<file path="src/mggl_pkg.sv">
package mggl_pkg;

    localparam int SAMPLE_W = 24;
    localparam int OUT_W    = 26;
    localparam int MAG_W    = 25;
    localparam int SUM_W    = 60;
    localparam int DB_W     = 16;
    localparam int GAIN_W   = 16;
    localparam int THR_W    = 23;
    localparam int CFG_IDX_W = 2;
    localparam int CFG_DATA_W = 32;

    localparam logic [CFG_IDX_W-1:0] CFG_MIC_GAIN  = 2'd0;
    localparam logic [CFG_IDX_W-1:0] CFG_GATE_EN   = 2'd1;
    localparam logic [CFG_IDX_W-1:0] CFG_GATE_THR  = 2'd2;
    localparam logic [CFG_IDX_W-1:0] CFG_MONO      = 2'd3;

    localparam logic [GAIN_W-1:0] GAIN_RESET = 16'd16384;
    localparam logic [GAIN_W-1:0] GAIN_MAX   = 16'd32768;
    localparam logic [THR_W-1:0]  THR_RESET  = 23'd83886;

    localparam logic signed [OUT_W-1:0] OUT_MAX = 26'sd33554431;
    localparam logic signed [OUT_W-1:0] OUT_MIN = -26'sd33554432;
    localparam logic [MAG_W-1:0] PEAK_MAX   = 25'd33554431;
    localparam logic [MAG_W-1:0] CLIP_LEVEL = 25'd7969177;
    localparam logic [SUM_W-1:0] SUM_MAX    = {SUM_W{1'b1}};
    localparam logic signed [DB_W-1:0] DB_FLOOR = -16'sd30720;
    localparam logic signed [DB_W-1:0] DB_CEIL  = 16'sd1600;
    localparam logic [MAG_W-1:0] RMS_FLOOR_CODE = 25'd8;
    localparam logic [19:0] DB_K16 = 20'd394566;

    // front-to-back entry: one classified, gated frame
    typedef struct packed {
        logic signed [OUT_W-1:0] left;
        logic signed [OUT_W-1:0] right;
        logic                    gated;
        logic                    block_end;
    } mggl_entry_t;

endpackage

</file>
<file path="src/mggl_queue.sv">
module mggl_queue (
    input  logic                  aclk,
    input  logic                  aresetn,
    input  logic                  wr_valid,
    output logic                  wr_ready,
    input  mggl_pkg::mggl_entry_t wr_data,
    output logic                  rd_valid,
    input  logic                  rd_ready,
    output mggl_pkg::mggl_entry_t rd_data
);

    mggl_pkg::mggl_entry_t mem_reg [2];
    logic wp_reg, rp_reg;
    logic [1:0] cnt_reg;

    assign wr_ready = cnt_reg != 2'd2;
    assign rd_valid = cnt_reg != 2'd0;
    assign rd_data  = mem_reg[rp_reg];

    always_ff @(posedge aclk) begin
        if (!aresetn) begin
            wp_reg <= 1'b0;
            rp_reg <= 1'b0;
            cnt_reg <= 2'd0;
        end else begin
            if (wr_valid && wr_ready) wp_reg <= !wp_reg;
            if (rd_valid && rd_ready) rp_reg <= !rp_reg;
            cnt_reg <= cnt_reg + 2'(wr_valid && wr_ready) - 2'(rd_valid && rd_ready);
        end
        if (wr_valid && wr_ready) mem_reg[wp_reg] <= wr_data;
    end

endmodule

</file>
<file path="config.mk">
export PLATFORM = sky130hd
export DESIGN_NAME = mggl_queue
export DESIGN_NICKNAME = d
export VERILOG_FILES = /design/src/mggl_pkg.sv /design/src/mggl_queue.sv
export SDC_FILE = /design/constraint.sdc
export NUM_CORES = 1
export LEC_CHECK = 0
export ABC_AREA = 1
export BUFFER_PORTS_ARGS = -buffer_cell sky130_fd_sc_hd__buf_2
export CORE_MARGIN = 2
export CORE_UTILIZATION = 52
export CTS_CLUSTER_DIAMETER = 80
export DETAILED_ROUTE_END_ITERATION = 6
export GPL_ROUTABILITY_DRIVEN = 0
export GPL_TIMING_DRIVEN = 0
export HOLD_SLACK_MARGIN = 0.1
export MAX_ROUTING_LAYER = met4
export PLACE_DENSITY = 0.79
export SYNTH_ARGS = -nofsm -noshare
export SYNTH_HDL_FRONTEND = slang
export SYNTH_SLANG_ARGS = --single-unit
</file>
<file path="constraint.sdc">
create_clock -name aclk -period 3.8 [get_ports aclk]
set_input_delay 0 -clock aclk [delete_from_list [all_inputs] [get_ports aclk]]
set_output_delay 0 -clock aclk [all_outputs]
set_load 0.005 [all_outputs]
</file>
==> flow_metrics.py, run 1 <==
metrics = {
    "grt": {
        "grt_overflow_total": 0,
        "grtUsageTotal_pct": 18.9,
        "first_global_vias": 2575,
        "grt_first_pass_wirelength_mm": 12.1,
        "grt_max_degree": 32,
        "antenna_found_initial": 0,
    },
    "cts": {
        "ctsHtreeMaxLevel": 4,
        "cts_resized": 0,
        "root_buffer": "clkbuf_8",
        "post-cts-setup-buffer-count": 0,
        "clockBufferDepth": 2,
        "numCtsBuffers": 17,
        "clk_pin_slew_ns": 0.05,
        "cts_hold_buf": 58,
        "clk_latency_ns": 0.50,
        "cts.sinks": 113,
        "cts_tree": "built",
    },
    "route": {
        "vias": 2410,
        "first_pass_iters": 4,
        "drtAntennaViolNets": 0,
        "routed_via_density": 4.68,
        "drc": 0,
        "routed_wl_mm": 7.72,
        "drtIter0Drc": 77,
        "avgRoutedWirePerCell_um": 15.0,
    },
    "finish": {
        "largest_register_ffs": 108,
        "area_growth_pct": 44.3,
        "layout_common_cells": "113 x buf_2, 108 x edfxtp_1, 58 x dlygate4sd3_1",
        "nNetsFinal": 456,
        "final_util_pct": 77.4,
        "drive_gt1_share_pct": 51.0,
        "n_antenna_cell": 0,
        "stdcell_count": 515,
        "design_area_um2": 6330,
        "final_common_cell": "buf_2",
    },
    "critical_path": {
        "max_stage_delay_ns": 0.65,
        "cp-startpoint": "cnt_reg[0]$_SDFF_PN0_",
        "crit_path_max_fanout": 31,
        "crit_slowest_cell": "nor2_4",
        "critPathKind": "register to register",
        "critPathCaptureType": "register",
        "regToRegSetupSlack_ns": 1.80,
        "reg2reg_depth": 5,
        "crit_top_cell": "nand2_1",
        "r2r-start": "cnt_reg[0]$_SDFF_PN0_",
        "cp-start-kind": "register",
        "crit_arrival_ns": 2.19,
        "worstSetupEndpoint": "mem_reg[1][8]$_DFFE_PP_",
        "cp.required_ns": 3.99,
        "path_cells": "inv_1 > nand2_1 > nand2_1 > nor2_4 > buf_12",
        "rr_endpoint": "mem_reg[1][8]$_DFFE_PP_",
    },
    "synthesis": {
        "synthDistinctLibCells": 14,
        "ys_seq_area_share_pct": 76.2,
        "syn_nets": 263,
        "netlist.top_cell.by_area": "edfxtp_1",
        "synth_area_leaders": "edfxtp_1 74%, mux2_4 17%, buf_12 2.3%, dfxtp_1 2.3%, mux2_2 1.0%",
        "yosysTopAreaCellShare_pct": 74.0,
        "synth_area_um2": 4390,
        "yosysWarnings": 0,
        "ys_ff_latch": 113,
        "synth_cells": 204,
        "syn_area_per_cell_um2": 21.5,
    },
    "sta": {
        "slew_viol_final": 0,
        "rsz0062_at_grt": "false",
        "worstMarginPinSlew_ns": 0.763,
        "slew_headroom_pct": 49.0,
        "fmax_mhz": 500,
        "fin_crit_ns": 2.00,
        "hold_viol": 0,
        "final-setup-viol-count": 0,
        "fin_skew_ns": 0.00512,
        "fin_crit_sh_pct": 52.6,
    },
    "floorplanning": {
        "fp.dieW_um": 95.8,
        "fp.dieH_um": 95.8,
        "pin_count": 114,
        "die_area_um2": 9180,
        "start_util_pct": 53.6,
        "std_cell_rows": 33,
        "core_region_area_um2": 8180,
    },
    "power_and_ir_drop": {
        "p_per_area_nw_per_um2": 658,
        "p_leak_uw": 0.00255,
        "finalPower_uw": 4160,
        "ir_worst_vdd_mv": 0.405,
    },
    "status": {
        "outcome": "complete, no violations",
    },
    "place": {
        "placed_area_um2": 5160,
        "place_inst": 425,
        "portBuffers": 113,
        "hpwl_mm": 4.56,
    },
    "flow_run": {
        "maxCapViolCount": 0,
    },
    "min_path": {
        "min_path_type": "input port to register",
    },
}
==> metrics by stage <==
stage | TNS [ns] | hold WS [ns] | setup slack [ns]
floorplan | 0 | 0.0935 | 0.438
global placement | -94.09 | 0.187 | -0.888
detailed placement | 0 | 0.191 | 1.77
CTS | 0 | 0.198 | 1.76
global route | 0 | 0.206 | 1.58
finish | 0 | 0.225 | 1.80
==> power by group <==
part	leakage (uW)	switching, uW	internal, uW
logic	0.00122	426	587
clock network	0.000275	526	990
registers	0.00105	52.8	1580
==> how the worst min path moves through the flow <==
stage	slack, ns	cells past startpoint	to	from
after floorplan	0.09	2	cnt_reg[0]$_SDFF_PN0_	aresetn
after global placement	0.19	1	mem_reg[0][2]$_DFFE_PP_	wr_data[2]
after detailed placement	0.19	1	mem_reg[1][4]$_DFFE_PP_	wr_data[4]
after CTS	0.20	2	mem_reg[1][2]$_DFFE_PP_	wr_data[2]
after global routing	0.21	2	mem_reg[1][45]$_DFFE_PP_	wr_data[45]
final	0.22	2	mem_reg[1][19]$_DFFE_PP_	wr_data[19]
==> synth_stat cells <==
| library cell | count |
|---|---|
| xnor2_1 | 1 |
| buf_12 | 5 |
| edfxtp_1 | 108 |
| nand2_1 | 11 |
| nor2_2 | 1 |
| mux2_2 | 4 |
| ha_1 | 1 |
| inv_1 | 7 |
| nand3_1 | 1 |
| dfxtp_1 | 5 |
| nor2_1 | 8 |
| a21oi_1 | 1 |
| mux2_4 | 50 |
| buf_6 | 1 |
==> logic make-up (layout without fill, tap and decap cells) <==
| logic type | count (synthesis) | after routing | synth area share, % |
|---|---|---|---|
| flip-flops | 113 | 113 | 76.2 |
| multiplexers | 54 | 54 | 18.1 |
| AND/OR/NAND/NOR | 21 | 21 | 1.88 |
| buffers and inverters | 13 | 219 | 3.14 |
| adder cells (fa/ha/maj) | 1 | 1 | 0.285 |
| AO/OA/AOI/OAI | 1 | 1 | 0.114 |
| XOR/XNOR | 1 | 1 | 0.200 |
==> final cells by class <==
cell class                      count  area [um^2]
Sequential cell                   113         3340
Fill cell                         494         1850
Timing Repair Buffer              174         1210
Multi-Input combinational cell     78          920
Clock buffer                       17          414
Clock inverter                     15          169
Tap cell                          105          131
Buffer                              6          111
Inverter                            7         26.3
==> metal layers <==
layer	global-route usage [%]	vias up	part of all wire [%]
met2	32.6	79	54
met5	-	-	0
met1	20.2	1143	40
met4	9.52	0	1.3
met3	4.70	10	4.8
li1	-	1178	-
==> critical path, delay by kind of cell (launching register included) <==
family / cells / cell delay (ns)
AND/OR/NAND/NOR: 3 / 0.94
flip-flops: 1 / 0.37
buffers and inverters: 2 / 0.36
Power figures use the tool's default switching activity.
==> run 2, diff against run 1 <==
Clock period 3.8 ns to 2.1 ns, I/O delays scaled along.
==> run 2 against run 1 <==
  * Maximum frequency is 10% higher
  * Non-clock buffer count is the same
  * Routed wire length grew 7.7%
  * Sequential power increased by 82%
  * Cell area up 0.55%
  * Sequential share of layout area shrank 0.29 points
  * Count of clock-buffer cells in the layout up 1
  * Power increased by 84%
  * Flip-flop and latch count did not move
  * Critical path type unchanged
  * Highest routed layer unchanged
==> flow_metrics.py, run 2 (synthesis results as in run 1) <==
metrics = {
    "sta": {
        "fin_skew_ns": 0.0159,
        "timing.hold.ws_ns": 0.233,
        "fin_crit_sh_pct": 86.4,
        "fmax_mhz": 551,
        "final-setup-viol-count": 0,
        "rsz0062_at_grt": "false",
        "slew_viol_final": 0,
        "slew_headroom_pct": 48.0,
        "fin_setup_tns_ns": 0,
        "worst_slack_ns": 0.285,
        "worstMarginPinSlew_ns": 0.779,
        "hold_viol": 0,
        "fin_crit_ns": 1.81,
    },
    "grt": {
        "grtUsageTotal_pct": 19.6,
        "antenna_found_initial": 0,
        "grt_first_pass_wirelength_mm": 12.4,
        "first_global_vias": 2617,
        "grt_overflow_total": 0,
        "grt_max_degree": 31,
    },
    "critical_path": {
        "critPathCaptureType": "register",
        "r2r-start": "cnt_reg[0]$_SDFF_PN0_",
        "critical_path_depth": 4,
        "path_cells": "inv_1 > nand2_1 > nand2_1 > nor2_2",
        "worstSetupEndpoint": "mem_reg[0][17]$_DFFE_PP_",
        "crit_slowest_cell": "nor2_2",
        "cp-startpoint": "cnt_reg[0]$_SDFF_PN0_",
        "cp.required_ns": 2.21,
        "crit_path_max_fanout": 15,
        "crit_arrival_ns": 1.93,
        "critPathKind": "register to register",
        "crit_top_cell": "nand2_1",
        "max_stage_delay_ns": 0.71,
        "cp-start-kind": "register",
        "regToRegSetupSlack_ns": 0.29,
        "rr_endpoint": "mem_reg[0][17]$_DFFE_PP_",
        "reg2reg_depth": 4,
        "path_buf_inv": 1,
        "critPathTopFamily": "simple AND/OR/NAND/NOR gates",
    },
    "cts": {
        "clk_latency_ns": 0.49,
        "ctsHtreeMaxLevel": 4,
        "cts_tree": "built",
        "clk_pin_slew_ns": 0.06,
        "root_buffer": "clkbuf_8",
        "clockBufferDepth": 2,
        "cts.sinks": 113,
        "numCtsBuffers": 17,
    },
    "route": {
        "routed_via_density": 4.76,
        "drtIter0Drc": 112,
        "vias": 2455,
        "avgRoutedWirePerCell_um": 16.1,
        "drc": 0,
        "first_pass_iters": 4,
        "routed_wl_mm": 8.32,
        "drtAntennaViolNets": 0,
    },
    "finish": {
        "ff_latch_area_um2": 3340,
        "num-fill-cells": 454,
        "final_common_cell": "buf_2",
        "area_growth_pct": 45.1,
        "multi_input_area_um2": 926,
        "n_antenna_cell": 0,
        "design_area_um2": 6360,
        "drive_gt1_share_pct": 51.3,
        "final_util_pct": 77.8,
        "layout_common_cells": "113 x buf_2, 108 x edfxtp_1, 57 x dlygate4sd3_1",
        "nNetsFinal": 457,
        "largest_register_ffs": 108,
    },
    "floorplanning": {
        "fp.dieW_um": 95.8,
        "std_cell_rows": 33,
        "die_area_um2": 9180,
        "pin_count": 114,
        "fp.dieH_um": 95.8,
        "core_region_area_um2": 8180,
        "start_util_pct": 53.6,
    },
    "flow_run": {
        "maxCapViolCount": 0,
    },
    "status": {
        "outcome": "complete, no violations",
    },
    "min_path": {
        "min_path_type": "input port to register",
    },
    "place": {
        "placed_area_um2": 5170,
        "hpwl_mm": 4.76,
        "portBuffers": 113,
        "dp_slack_ns": 0.0543,
    },
    "power_and_ir_drop": {
        "ir_worst_vdd_mv": 0.899,
        "p_per_area_nw_per_um2": 1200,
        "p_leak_uw": 0.00257,
    },
}
run 2: worst min-delay path by stage:
stage                           start                       end  slack [ns]  cells past startpoint
after global placement     wr_data[5]   mem_reg[0][5]$_DFFE_PP_        0.19                      1
after CTS                  wr_data[7]   mem_reg[1][7]$_DFFE_PP_        0.21                      2
final                      wr_data[2]   mem_reg[0][2]$_DFFE_PP_        0.23                      2
after detailed placement  wr_data[53]  mem_reg[0][53]$_DFFE_PP_        0.19                      1
after global routing       wr_data[7]   mem_reg[0][7]$_DFFE_PP_        0.21                      2
after floorplan               aresetn     cnt_reg[0]$_SDFF_PN0_        0.09                      2
run 2: stage by stage:
stage,power [uW],instances
finish,7650,516
global route,8020,516
CTS,7700,514
detailed placement,4740,425
global placement,4640,422
floorplan,4120,204
run 2: cell type report:
class	count	share of cell area, %
clock inverters	14	2.97
well taps	105	2.06
clock buffers	18	6.57
multi-input cells	79	14.5
flip-flops and latches	113	52.5
plain buffers	6	1.75
inverters	7	0.413
repair buffers	174	19.2
run 2: power breakdown:
part	total [uW]	switching, uW	internal (uW)	leakage [uW]
clock	2850	927	1920	0.000293
combinational	1850	798	1050	0.00123
sequential	2960	98.1	2860	0.00105
run 2: layer usage:
metal / vias up / share of wire [%] / GRT usage [%]
li1: 1180 / - / -
met1: 1183 / 37 / 19.5
met2: 84 / 58 / 35.8
met3: 8 / 4.0 / 4.70
met4: 0 / 1.2 / 9.29
met5: - / 0 / -
run 2: worst reg2reg max path: stages (launching register included):
cell and delay (ns):
dfxtp_1 0.35, inv_1 0.05, nand2_1 0.07, nand2_1 0.25, nor2_2 0.72
run 2: timing repair:
item	4_1_cts	5_1_grt
setup buffers	0	1
endpoints found under the setup margin	0	35
hold buffers	57	0
hold endpoints to repair	113	0
resized for setup	0	0
==> run 3, diff against run 2 <==
Settings changed: CORE_UTILIZATION 52 to 53, CTS_BUF_LIST set to sky130_fd_sc_hd__clkbuf_4, MAX_ROUTING_LAYER met4 to not set, PLACE_DENSITY 0.79 to 0.8.
==> run 3 against run 2 <==
  * Utilization down 3.7 points
  * Routed wire length shrank 0.94%
  * Maximum frequency fell by 7.5%
  * Critical path type unchanged
  * Largest power group unchanged
  * Highest routed layer unchanged
==> flow_metrics.py, run 3 (synthesis results as in run 1) <==
metrics = {
    "cts": {
        "root_buffer": "clkbuf_4",
        "clockBufferDepth": 2,
        "cts_tree": "built",
        "clk_pin_slew_ns": 0.10,
        "numCtsBuffers": 17,
        "cts.sinks": 113,
        "cts_resized": 0,
        "ctsHtreeMaxLevel": 4,
        "clk_latency_ns": 0.49,
    },
    "min_path": {
        "whs_path_depth": 2,
        "min_path_type": "input port to register",
    },
    "finish": {
        "design_area_um2": 6030,
        "stdcell_count": 514,
        "final_common_cell": "buf_2",
        "drive_gt1_share_pct": 51.1,
        "nNetsFinal": 456,
        "largest_register_ffs": 108,
        "final_util_pct": 74.1,
        "n_antenna_cell": 0,
        "area_growth_pct": 37.5,
        "layout_common_cells": "113 x buf_2, 108 x edfxtp_1, 57 x dlygate4sd3_1",
    },
    "power_and_ir_drop": {
        "p_leak_uw": 0.00243,
        "p_per_area_nw_per_um2": 1080,
        "ir_worst_vdd_mv": 0.787,
    },
    "route": {
        "drtIter0Drc": 67,
        "drtAntennaViolNets": 0,
        "routed_via_density": 4.79,
        "vias": 2464,
        "avgRoutedWirePerCell_um": 16.0,
        "first_pass_iters": 4,
        "drc": 0,
        "routed_wl_mm": 8.24,
    },
    "floorplanning": {
        "std_cell_rows": 33,
        "die_area_um2": 9020,
        "pin_count": 114,
        "core_region_area_um2": 8130,
        "start_util_pct": 53.9,
        "fp.dieH_um": 95.0,
        "fp.dieW_um": 95.0,
    },
    "critical_path": {
        "crit_arrival_ns": 2.07,
        "reg2reg_depth": 4,
        "critPathKind": "register to register",
        "crit_slowest_cell": "nor2_2",
        "cp-start-kind": "register",
        "critPathCaptureType": "register",
        "crit_path_max_fanout": 15,
        "crit_top_cell": "nand2_1",
        "cp.required_ns": 2.21,
        "path_cells": "inv_1 > nand2_1 > nand2_1 > nor2_2",
        "max_stage_delay_ns": 0.79,
    },
    "place": {
        "placed_area_um2": 5140,
        "place_inst": 424,
        "hpwl_mm": 4.55,
        "dp_slack_ns": 0.0493,
        "portBuffers": 113,
    },
    "sta": {
        "final-setup-viol-count": 0,
        "worstMarginPinSlew_ns": 0.863,
        "timing.hold.ws_ns": 0.228,
        "hold_viol": 0,
        "fin_crit_ns": 1.96,
        "rsz0062_at_grt": "true",
        "slew_viol_final": 0,
        "slew_headroom_pct": 42.4,
        "worst_slack_ns": 0.139,
        "fmax_mhz": 510,
        "fin_skew_ns": 0.0174,
        "fin_crit_sh_pct": 93.4,
    },
    "grt": {
        "grt_max_degree": 32,
        "grt_overflow_total": 0,
        "first_global_vias": 2549,
        "grtUsageTotal_pct": 18.3,
        "antenna_found_initial": 0,
        "grt_first_pass_wirelength_mm": 11.8,
    },
    "status": {
        "outcome": "complete, no violations",
    },
    "flow_run": {
        "maxCapViolCount": 0,
    },
}
[run 3: through the flow]
stage	total power, uW	TNS [ns]
finish	6490	0
global route	6820	-0.00262
CTS	6510	0
floorplan	4120	-38.60
global placement	4640	-116.60
detailed placement	4720	0
[run 3: power by group]
part / switching [uW] / leakage [uW] / total, uW / internal (uW)
clock network: 768 / 0.000163 / 1720 / 953
registers: 99.5 / 0.00105 / 2960 / 2860
logic: 793 / 0.00121 / 1820 / 1030
[run 3: cell type report]
cell class / instances / area [um^2]
Inverter: 7 / 26.3
Tap cell: 105 / 131
Multi-Input combinational cell: 80 / 932
Sequential cell: 113 / 3340
Timing Repair Buffer: 172 / 1180
Clock buffer: 19 / 143
Fill cell: 491 / 2100
Buffer: 6 / 111
Clock inverter: 12 / 166
[run 3: per-layer routing]
layer | GRT usage (%) | wire (um) | vias to the layer above | share of wire, %
li1 | - | - | 1176 | -
met1 | 18.8 | 3230 | 1192 | 39
met2 | 34.3 | 4520 | 84 | 55
met3 | 5.59 | 365 | 12 | 4.4
met4 | 7.73 | 124 | 0 | 1.5
met5 | 0 | 0 | - | 0
[run 3: worst paths after layout]
check | start | end | slack [ns]
setup reg to reg | cnt_reg[0]$_SDFF_PN0_ | mem_reg[1][29]$_DFFE_PP_ | 0.14
hold / removal | wr_data[39] | mem_reg[0][39]$_DFFE_PP_ | 0.23
setup / recovery | cnt_reg[0]$_SDFF_PN0_ | mem_reg[1][29]$_DFFE_PP_ | 0.14
hold reg to reg | rp_reg$_SDFFE_PN0P_ | register | 0.53
[run 3: repair_timing]
item                                    in CTS  in global routing
endpoints found under the setup margin       0                 54
buffers inserted                             0                  0
hold buffers                                57                  0
endpoints found under the hold margin      113                  0
[run 3: worst max-delay path, delay by kind of cell (launching register included)]
kind                   cells  cell delay [ns]
and+or+nand+nor            3             1.17
DFF                        1             0.37
buffers and inverters      1             0.05
